## src/lsjd_pkg.sv

```systemverilog
// Package for the line-sensor junction detector.
// Holds the shared constants, register indexes and road codes; depends on nothing.
package lsjd_pkg;

    localparam int CHANNELS         = 8;
    localparam int SAMPLE_BITS_DEF  = 12;
    localparam int CFG_W            = 48;
    localparam int CFG_IDX_W        = 3;
    localparam int WINDOW_W         = 4;
    localparam int ROAD_W           = 3;
    localparam int COUNT_W          = 8;
    localparam int SLOTS_PER_REG    = 4;

    localparam logic [CHANNELS-1:0] OUTER_MASK  = 8'h81;
    localparam logic [CHANNELS-1:0] MIDDLE_MASK = 8'h3C;
    localparam logic [1:0]          PAIR_MASK   = 2'b11;

    localparam logic [ROAD_W-1:0] CODE_UPPER    = 3'b100;
    localparam logic [ROAD_W-1:0] CODE_MIDDLE   = 3'b010;
    localparam logic [ROAD_W-1:0] CODE_LOWER    = 3'b001;
    localparam logic [ROAD_W-1:0] ROAD_STRAIGHT = 3'b010;
    localparam logic [ROAD_W-1:0] ROAD_UNKNOWN  = 3'b000;

    // Register indexes of the configuration port.
    localparam logic [CFG_IDX_W-1:0] REG_HIGH_LO   = 3'd0;
    localparam logic [CFG_IDX_W-1:0] REG_HIGH_HI   = 3'd1;
    localparam logic [CFG_IDX_W-1:0] REG_LOW_LO    = 3'd2;
    localparam logic [CFG_IDX_W-1:0] REG_LOW_HI    = 3'd3;
    localparam logic [CFG_IDX_W-1:0] REG_WINDOW    = 3'd4;

    localparam logic [CFG_W-1:0]    RST_HIGH_LO = 48'd3230604124206;
    localparam logic [CFG_W-1:0]    RST_HIGH_HI = 48'd3161867874351;
    localparam logic [CFG_W-1:0]    RST_LOW_LO  = 48'd1718389669912;
    localparam logic [CFG_W-1:0]    RST_LOW_HI  = 48'd1649686974489;
    localparam logic [WINDOW_W-1:0] RST_WINDOW  = 4'd4;

    // Road code from the ORed window bits and the deciding frame's bits.
    function automatic logic [ROAD_W-1:0] decide_code(
        input logic [CHANNELS-1:0] acc,
        input logic [CHANNELS-1:0] bits
    );
        logic [ROAD_W-1:0] code;
        code = ROAD_UNKNOWN;
        if (acc[7:6] == PAIR_MASK) code = code | CODE_UPPER;
        if ((bits & MIDDLE_MASK) != '0) code = code | CODE_MIDDLE;
        if (acc[1:0] == PAIR_MASK) code = code | CODE_LOWER;
        return code;
    endfunction

endpackage

```

## src/line_sensor_junction_detector.sv

```systemverilog
// Line-sensor junction detector: hysteresis comparators, window accumulation, road code.
// Depends on lsjd_pkg for constants, register indexes and the road-code function.
// A word moves from the input register to the result register once the result register is free.
// Throughput: one word per cycle while results are taken; all per-frame work is
// one combinational pass between the input register and the result register.
// Reset (synchronous, i_rst_n low) empties both stages and loads the registers' defaults.
module line_sensor_junction_detector
    import lsjd_pkg::*;
#(
    parameter int SAMPLE_BITS = SAMPLE_BITS_DEF
) (
    input  logic                   i_clk,
    input  logic                   i_rst_n,
    // Configuration write channel.
    input  logic                   i_cfg_valid,
    output logic                   o_cfg_ready,
    input  logic [CFG_IDX_W-1:0]   i_cfg_index,
    input  logic [CFG_W-1:0]       i_cfg_data,
    // Input channel: one frame of samples per word.
    input  logic                   i_in_valid,
    output logic                   o_in_stall,
    input  logic [SAMPLE_BITS-1:0] i_sample_0,
    input  logic [SAMPLE_BITS-1:0] i_sample_1,
    input  logic [SAMPLE_BITS-1:0] i_sample_2,
    input  logic [SAMPLE_BITS-1:0] i_sample_3,
    input  logic [SAMPLE_BITS-1:0] i_sample_4,
    input  logic [SAMPLE_BITS-1:0] i_sample_5,
    input  logic [SAMPLE_BITS-1:0] i_sample_6,
    input  logic [SAMPLE_BITS-1:0] i_sample_7,
    // Output channel: one result word per frame.
    output logic                   o_out_valid,
    input  logic                   i_out_stall,
    output logic [CHANNELS-1:0]    o_line_seen_bits,
    output logic [ROAD_W-1:0]      o_road_kind,
    output logic                   o_decided,
    output logic [COUNT_W-1:0]     o_junction_total
);

    // The 48-bit threshold registers are widened so that four slots always fit;
    // slots beyond bit 47 read as zero.
    localparam int EXT_W = (SLOTS_PER_REG * SAMPLE_BITS > CFG_W) ?
                           SLOTS_PER_REG * SAMPLE_BITS : CFG_W;

    // Configuration registers.
    logic [CFG_W-1:0]    r_high_lo, r_high_hi, r_low_lo, r_low_hi;
    logic [WINDOW_W-1:0] r_window_frames;

    // Frame state carried from one word to the next.
    logic [CHANNELS-1:0] r_held_bits, n_held_bits;
    logic [ROAD_W-1:0]   r_road_now, n_road_now;
    logic [WINDOW_W-1:0] r_window_left, n_window_left;
    logic [CHANNELS-1:0] r_or_acc, n_or_acc;
    logic [COUNT_W-1:0]  r_junctions, n_junctions;
    logic                n_decided;

    // Input register stage.
    logic                   r_in_valid;
    logic [SAMPLE_BITS-1:0] r_samples [CHANNELS];

    // Result register stage.
    logic                r_out_valid;
    logic [CHANNELS-1:0] r_out_bits;
    logic [ROAD_W-1:0]   r_out_road;
    logic                r_out_decided;
    logic [COUNT_W-1:0]  r_out_junctions;

    logic out_free, advance, in_accept;

    // The result register can take a word when it is empty or being emptied.
    // The input register then hands its word over in the same edge, so a new
    // frame can enter every cycle as long as the far side keeps taking results.
    assign out_free   = !r_out_valid || !i_out_stall;
    assign advance    = r_in_valid && out_free;
    assign o_in_stall = r_in_valid && !out_free;
    assign in_accept  = i_in_valid && !o_in_stall;

    assign o_cfg_ready = 1'b1;

    always_ff @(posedge i_clk) begin
        if (!i_rst_n) begin
            r_high_lo       <= RST_HIGH_LO;
            r_high_hi       <= RST_HIGH_HI;
            r_low_lo        <= RST_LOW_LO;
            r_low_hi        <= RST_LOW_HI;
            r_window_frames <= RST_WINDOW;
        end else if (i_cfg_valid && o_cfg_ready) begin
            case (i_cfg_index)
                REG_HIGH_LO: r_high_lo       <= i_cfg_data;
                REG_HIGH_HI: r_high_hi       <= i_cfg_data;
                REG_LOW_LO:  r_low_lo        <= i_cfg_data;
                REG_LOW_HI:  r_low_hi        <= i_cfg_data;
                REG_WINDOW:  r_window_frames <= i_cfg_data[WINDOW_W-1:0];
                default: ;
            endcase
        end
    end

    // Input stage.
    always_ff @(posedge i_clk) begin
        if (!i_rst_n) begin
            r_in_valid <= 1'b0;
        end else if (in_accept) begin
            r_in_valid <= 1'b1;
        end else if (advance) begin
            r_in_valid <= 1'b0;
        end
    end

    always_ff @(posedge i_clk) begin
        if (in_accept) begin
            r_samples[0] <= i_sample_0;
            r_samples[1] <= i_sample_1;
            r_samples[2] <= i_sample_2;
            r_samples[3] <= i_sample_3;
            r_samples[4] <= i_sample_4;
            r_samples[5] <= i_sample_5;
            r_samples[6] <= i_sample_6;
            r_samples[7] <= i_sample_7;
        end
    end

    // Hysteresis comparators. The clear test wins, so equal thresholds or a
    // low threshold above the high one still give a defined result.
    always_comb begin
        logic [EXT_W-1:0]       hi_reg, lo_reg;
        logic [SAMPLE_BITS-1:0] hi_thr, lo_thr;
        n_held_bits = r_held_bits;
        for (int ch = 0; ch < CHANNELS; ch++) begin
            if (ch < SLOTS_PER_REG) begin
                hi_reg = EXT_W'(r_high_lo);
                lo_reg = EXT_W'(r_low_lo);
            end else begin
                hi_reg = EXT_W'(r_high_hi);
                lo_reg = EXT_W'(r_low_hi);
            end
            hi_thr = hi_reg[(ch % SLOTS_PER_REG) * SAMPLE_BITS +: SAMPLE_BITS];
            lo_thr = lo_reg[(ch % SLOTS_PER_REG) * SAMPLE_BITS +: SAMPLE_BITS];
            if (r_samples[ch] > hi_thr) begin
                n_held_bits[ch] = 1'b0;
            end else if (r_samples[ch] < lo_thr) begin
                n_held_bits[ch] = 1'b1;
            end
        end
    end

    // Road tracking. While straight, an outer hit opens a window that ORs the
    // frame bits together; its last frame decides the new road code. Away from
    // straight, a frame that shows a middle sensor and no outer sensor goes back to straight.
    // A window length of zero never opens: the hit only ORs into the accumulator.
    always_comb begin
        logic [ROAD_W-1:0] code;
        n_road_now    = r_road_now;
        n_window_left = r_window_left;
        n_or_acc      = r_or_acc;
        n_junctions   = r_junctions;
        n_decided     = 1'b0;
        code          = decide_code(r_or_acc, n_held_bits);
        if (r_road_now == ROAD_STRAIGHT) begin
            if ((n_held_bits & OUTER_MASK) != '0 && r_window_left == '0) begin
                n_window_left = r_window_frames;
                n_or_acc      = r_or_acc | n_held_bits;
            end
            if (n_window_left > WINDOW_W'(1)) begin
                n_or_acc      = n_or_acc | n_held_bits;
                n_window_left = n_window_left - WINDOW_W'(1);
            end else if (n_window_left == WINDOW_W'(1)) begin
                // The accumulator is untouched on a one-frame window's first
                // frame apart from this frame's bits, which hold both pairs too.
                code       = decide_code(n_or_acc, n_held_bits);
                n_road_now = code;
                if (code != ROAD_STRAIGHT && code != ROAD_UNKNOWN) begin
                    n_junctions = r_junctions + COUNT_W'(1);
                end
                n_window_left = '0;
                n_or_acc      = '0;
                n_decided     = 1'b1;
            end
        end else if ((n_held_bits & OUTER_MASK) == '0 &&
                     (n_held_bits & MIDDLE_MASK) != '0) begin
            n_road_now = ROAD_STRAIGHT;
        end
    end

    always_ff @(posedge i_clk) begin
        if (!i_rst_n) begin
            r_held_bits   <= '0;
            r_road_now    <= ROAD_STRAIGHT;
            r_window_left <= '0;
            r_or_acc      <= '0;
            r_junctions   <= '0;
        end else if (advance) begin
            r_held_bits   <= n_held_bits;
            r_road_now    <= n_road_now;
            r_window_left <= n_window_left;
            r_or_acc      <= n_or_acc;
            r_junctions   <= n_junctions;
        end
    end

    // Result stage.
    always_ff @(posedge i_clk) begin
        if (!i_rst_n) begin
            r_out_valid <= 1'b0;
        end else if (advance) begin
            r_out_valid <= 1'b1;
        end else if (!i_out_stall) begin
            r_out_valid <= 1'b0;
        end
    end

    always_ff @(posedge i_clk) begin
        if (advance) begin
            r_out_bits      <= n_held_bits;
            r_out_road      <= n_road_now;
            r_out_decided   <= n_decided;
            r_out_junctions <= n_junctions;
        end
    end

    assign o_out_valid      = r_out_valid;
    assign o_line_seen_bits = r_out_bits;
    assign o_road_kind      = r_out_road;
    assign o_decided        = r_out_decided;
    assign o_junction_total = r_out_junctions;

endmodule

```

## config.mk

```make
export PLATFORM = sky130hd
export DESIGN_NAME = line_sensor_junction_detector
export DESIGN_NICKNAME = d
export VERILOG_FILES = /design/src/lsjd_pkg.sv /design/src/line_sensor_junction_detector.sv
export SDC_FILE = /design/constraint.sdc
export NUM_CORES = 1
export LEC_CHECK = 0
export ABC_AREA = 1
export BUFFER_PORTS_ARGS = -buffer_cell sky130_fd_sc_hd__buf_2
export CORE_ASPECT_RATIO = 0.8
export CORE_MARGIN = 2
export CORE_UTILIZATION = 40
export DETAILED_ROUTE_END_ITERATION = 16
export SLEW_MARGIN = 20
export SYNTH_ARGS = -nofsm -noshare
export SYNTH_HDL_FRONTEND = slang
export SYNTH_SLANG_ARGS = --single-unit
```

## constraint.sdc

```tcl
create_clock -name i_clk -period 3.8 [get_ports i_clk]
set_input_delay 0.38 -clock i_clk [delete_from_list [all_inputs] [get_ports i_clk]]
set_output_delay 0.38 -clock i_clk [all_outputs]
set_load 0.005 [all_outputs]
```

Word-level counts from Yosys, hierarchy flattened
Memory sizes are Yosys's and may differ from the RTL's.
Cells that the tools add are included.
{"block": "totals", "out_inout_bits": 23, "elab_cells": 119, "ff_bits": 249, "memories": 1, "in_bits": 152, "ram_bits": 96}
{"block": "op_classes", "n_reduce_logical": 25, "order_cmp": 17, "eq_ne": 10, "addsub": 2, "n_mux": 45, "n_bitwise": 3}
{"name": "r_samples", "words": 8, "width": 12, "read_ports": 8, "rd_ports_with_merged_regs": 0, "write_ports": 8, "line_no": "line_sensor_junction_detector.sv:58", "rtl": "logic [SAMPLE_BITS-1:0] r_samples [CHANNELS];"}
{"op": "12-bit > comparator", "n": 8}
{"op": "12-bit less-than comparator", "n": 8}
{"op": "8-bit two-way mux", "n": 8}
{"op": "1-bit two-way mux", "n": 24}
{"op": "3-bit two-way mux", "n": 8}
{"op": "4-bit two-way mux", "n": 4}
{"op": "8-bit OR", "n": 2}
{"op": "8-bit nonzero test", "n": 2}
{"op": "2-bit AND reduction", "n": 6}
{"op": "3-bit by 2-bit equality test with 1-bit output (second input constant)", "n": 3}
{"op": "8-bit by 1-bit adder with 8-bit output (second input constant)", "n": 1}
{"op": "8-bit logical NOT", "n": 1}
{"op": "1-bit logical AND", "n": 6}
{"op": "2-bit equality test (second input constant)", "n": 2}
{"op": "4-bit by 1-bit equality test with 1-bit output (second input constant)", "n": 1}
{"op": "4-bit by 1-bit > comparator with 1-bit output (second input constant)", "n": 1}
{"op": "1-bit logical NOT", "n": 4}
{"op": "4-bit logical NOT", "n": 1}
{"op": "4-bit by 1-bit subtractor with 4-bit output (second input constant)", "n": 1}
{"op": "3-bit by 1-bit equality test with 1-bit output (second input constant)", "n": 1}
{"op": "3-bit equality test (second input constant)", "n": 1}
{"op": "3-bit logical NOT", "n": 1}
{"op": "3-bit by 2-bit != test with 1-bit output (second input constant)", "n": 1}
{"op": "3-bit nonzero test", "n": 1}
{"op": "6 further kinds", "n": 6}

Depth between registers and ports, before layout
An unclocked memory read counts as a cell.
{"block": "depth", "depth_word": 21, "ltp_mapped": 23, "mapped_depth_nobuf": 23}

Worst setup path before layout
OpenSTA, ideal clock, no wires.
{"block": "synth_timing", "path_kind": "input-to-reg", "from": "input port i_out_stall", "to": "memory r_samples[0][0] (netlist name) (enable)", "stages": 5, "path_buffers": 0, "arrival_ns": 2.509, "slack_ns": 0.842, "required_ns": 3.350, "setup_time_ns": 0.450, "path_cell_list": "nand2_1 -> nor2_1 -> inv_1 -> nand2_1 -> inv_1"}
{"item": "start: declaration", "line_no": "line_sensor_junction_detector.sv:32", "rtl": "input logic i_out_stall,"}
{"item": "end: declaration", "line_no": "line_sensor_junction_detector.sv:58"}

==> key figures <==
Outcome
  • Status: complete, no violations

Layout
  • Nets: between 2000 and 2500
  • Area Growth Syn to Fin: 16.8%
  • Fraction of layout cells with a size suffix above 1: between 10% and 20%
  • Commonest non-fill, non-tap cell in the layout: nand2_1
  • Commonest non-fill, non-tap cells in the layout: 279 x nand2_1, 271 x inv_1, 253 x a21oi_1

Route
  • DRT Pass-1 Iters: 5
  • Vias: approximately 13000
  • DR WL/cell: about 16 um
  • Final Routed Wirelength: around 41000 um
  • Antenna Nets Post-Route: 0
  • Drt first-iter violations: roughly 750
  • Via density per instance: slightly below 5
  • DRC: 0

CTS
  • # clock sinks: ~340
  • CTS resizes: 0
  • CTS Buf Count: 39
  • # Post-CTS Setup Buffers: 0
  • CTS tree: yes
  • Root Driver: clkbuf_16
  • Clock buffer depth: 3
  • Skew-Pair Late Insertion Delay: roughly 0.53 ns
  • Cts hold-fix bufs: 0
  • Clock transition at the registers of the reported paths: 0.06 ns
  • H-tree Lvls: 2

Global routing
  • GRT Overall Usage: between 10% and 20%
  • First-pass GRT wire length: 64700 um
  • Total gr overflow: 0
  • Vias in the first global route: 12141
  • Largest net degree at the start of global routing: roughly 120
  • Antenna violations before repair: 6

Timing
  • Clock Skew: approximately 0.015 ns
  • Final setup viols: 0
  • Slew margin rel.: roughly 37%
  • Unrepaired setup endpoints after global routing: no
  • Fmax: 312 MHz
  • Slew Limit Fails: 0
  • Fin crit period: roughly 3.2 ns
  • Hold_ws: roughly 0.021 ns
  • Setup TNS: 0 ns
  • Final hold viol count: 0
  • Tightest Pin Transition: 0.941 ns
  • Period Utilization, post-route: a little over four fifths

Setup path
  • CP max stage cell: edfxtp_1
  • Worst-path cell chain: ha_1, nand2_1, nor2_1, and2_1, nand2_1, nand3_1, nand2_1, nand3_2, nand2_4, a21oi_1, ha_1, nand3_4, nor3_4, nand3_1, nand2_1, nand2_1
  • Top Family by Delay on Critical Path: simple AND/OR/NAND/NOR gates
  • Slowest stage delay, CP: roughly 0.40 ns
  • CP most frequent cell: nand2_1
  • Worst EP required: between 4 and 5 ns
  • CP Class: reg -> reg
  • CP bufs+invs: 0
  • CP Capture Type: register
  • CP max FO: 11
  • Worst Setup Start Kind: register
  • WP data arrival: around 3.5 ns

Yosys
  • Seq cells post-synth: around 340
  • Syn nets: 2175
  • Main flop type after synthesis: dfxtp_1
  • Synth async-reset ratio: 0%
  • Avg Cell Area, Syn: between 8 and 9 um^2
  • Mapped cell area: between 0.015 and 0.02 mm^2
  • Number of flops mapped to enable cells by yosys: about 120
  • Post-synthesis sequential area ratio: roughly half
  • Syn. warnings: 0
  • Netlist cell types: 38
  • Post-Syn Instances: between 1500 and 2000

Power and ir drop
  • VDD IR max: between 300 and 400 uV
  • P per Cell Area: roughly 460 mW/mm^2
  • Leak: around 8.5 nW

Place
  • HPWL after DPL: about 29000 um
  • Port-buffer cells: roughly 170
  • Gp weighted congestion: about 0.86

Die
  • Core ar.: between 0.04 and 0.05 mm^2
  • Starting Density: about two fifths
  • Num ports: approximately 180
  • Num rows: 66
  • Die ar.: 0.0423 mm^2
  • Chip height: 184 um
  • Die width: between 200 and 250 um

Worst hold path
  • Tightest Hold Check Type: in -> reg

Run
  • Max-cap violations: 0
## worst reg2reg max path, stage by stage (launching register included)
cell,delay (ns)
edfxtp_1,0.40
ha_1,0.32
nand2_1,0.08
nor2_1,0.13
and2_1,0.16
nand2_1,0.06
nand3_1,0.06
nand2_1,0.08
nand3_2,0.16
nand2_4,0.11
a21oi_1,0.30
ha_1,0.29
nand3_4,0.15
nor3_4,0.35
nand3_1,0.14
nand2_1,0.11
nand2_1,0.05
## per-layer routing
| layer | up-vias | part of all wire, % | GRT usage, % |
|---|---|---|---|
| met3 | 75 | 4.6 | 3.26 |
| met2 | 289 | 44 | 30.8 |
| met1 | 5889 | 49 | 26.8 |
| met5 | - | 0.051 | 0 |
| li1 | 6509 | - | - |
| met4 | 4 | 2.3 | 6.03 |
## synth_stat cells (2+ instances only)
| library cell | instances | area (um^2) |
|---|---|---|
| nand2_1 | 280 | 1050 |
| inv_1 | 275 | 1030 |
| a21oi_1 | 253 | 1270 |
| dfxtp_1 | 225 | 4500 |
| o21ai_0 | 190 | 951 |
| ha_1 | 187 | 2340 |
| edfxtp_1 | 116 | 3480 |
| nor2_1 | 75 | 282 |
| clkbuf_1 | 64 | 240 |
| nand3_1 | 44 | 220 |
| o211ai_1 | 43 | 323 |
| nand4_1 | 16 | 100 |
| a21o_1 | 7 | 52.6 |
| o21ai_1 | 7 | 35.0 |
| inv_2 | 6 | 22.5 |
| nor3_1 | 6 | 30.0 |
| nand2_2 | 5 | 31.3 |
| nor2_2 | 5 | 31.3 |
| nor4_1 | 4 | 25.0 |
| nand2_4 | 3 | 33.8 |
| a21boi_0 | 2 | 15.0 |
| a21oi_2 | 2 | 17.5 |
| a31oi_1 | 2 | 12.5 |
| and2_1 | 2 | 12.5 |
| clkinv_1 | 2 | 7.51 |
| nand3_2 | 2 | 20.0 |
| o21a_1 | 2 | 15.0 |
## logic make-up after synthesis
logic type / after synthesis / synth area share, %
xor gates and xnor gates: 2 / 0.108
and+or+nand+nor: 445 / 11.6
buffers and inverters: 350 / 8.15
DFF: 341 / 49.1
AOI/OAI and AO/OA: 510 / 16.6
adders and majority gates: 187 / 14.4
other: 1 / 0.0231
## where the power goes
group,leakage (nW),switching (mW),internal (mW)
Clock,0.638,1.51,2.30
Sequential,2.96,0.0816,3.96
Combinational,4.86,0.622,0.360
Total,8.46,2.21,6.61
## worst paths after layout
path	start	end	slack, ns	cells after the start
max	r_samples[1][43]	o_junction_total[4]	0.60	16
min	i_sample_6[9]	r_samples[1][33]	0.02	1
max reg2reg	r_samples[1][43]	o_junction_total[4]	0.60	16
min reg2reg	r_high_hi[20]	r_high_hi[20]	0.46	2
## per-stage QoR
step                instance area [um^2]  worst slack [ns]  util [%]  power (mW)  std cells
floorplan                          16300             0.842         -        4.73       1836
global placement                   17700             0.730      43.8        5.06       2499
detailed placement                 17700             0.615      43.8        5.09       2499
CTS                                19000             0.607      47.0        8.91       2569
global route                       19000             0.266      47.0        9.24       2573
finish                             19000             0.600      47.0        8.83       2573
## area by class of cell
cell class | count | area, um^2
Tap cell | 544 | 681
Inverter | 283 | 1070
Timing Repair Buffer | 186 | 991
Fill cell | 3834 | 21400
Clock buffer | 54 | 1100
Clock inverter | 16 | 184
Multi-Input combinational cell | 1145 | 6970
Antenna cell | 4 | 10.0
Sequential cell | 341 | 7990
## sequential cells by signal (all words and copies together), names as in the netlist, 4 cells and up
name	count
o_junction_total	8
o_line_seen_bits	8
r_held_bits	8
r_high_hi	48
r_high_lo	48
r_junctions	8
r_low_hi	48
r_low_lo	48
r_or_acc	4
r_samples	96
r_window_frames	4
r_window_left	4
Power figures use the tool's default switching activity.
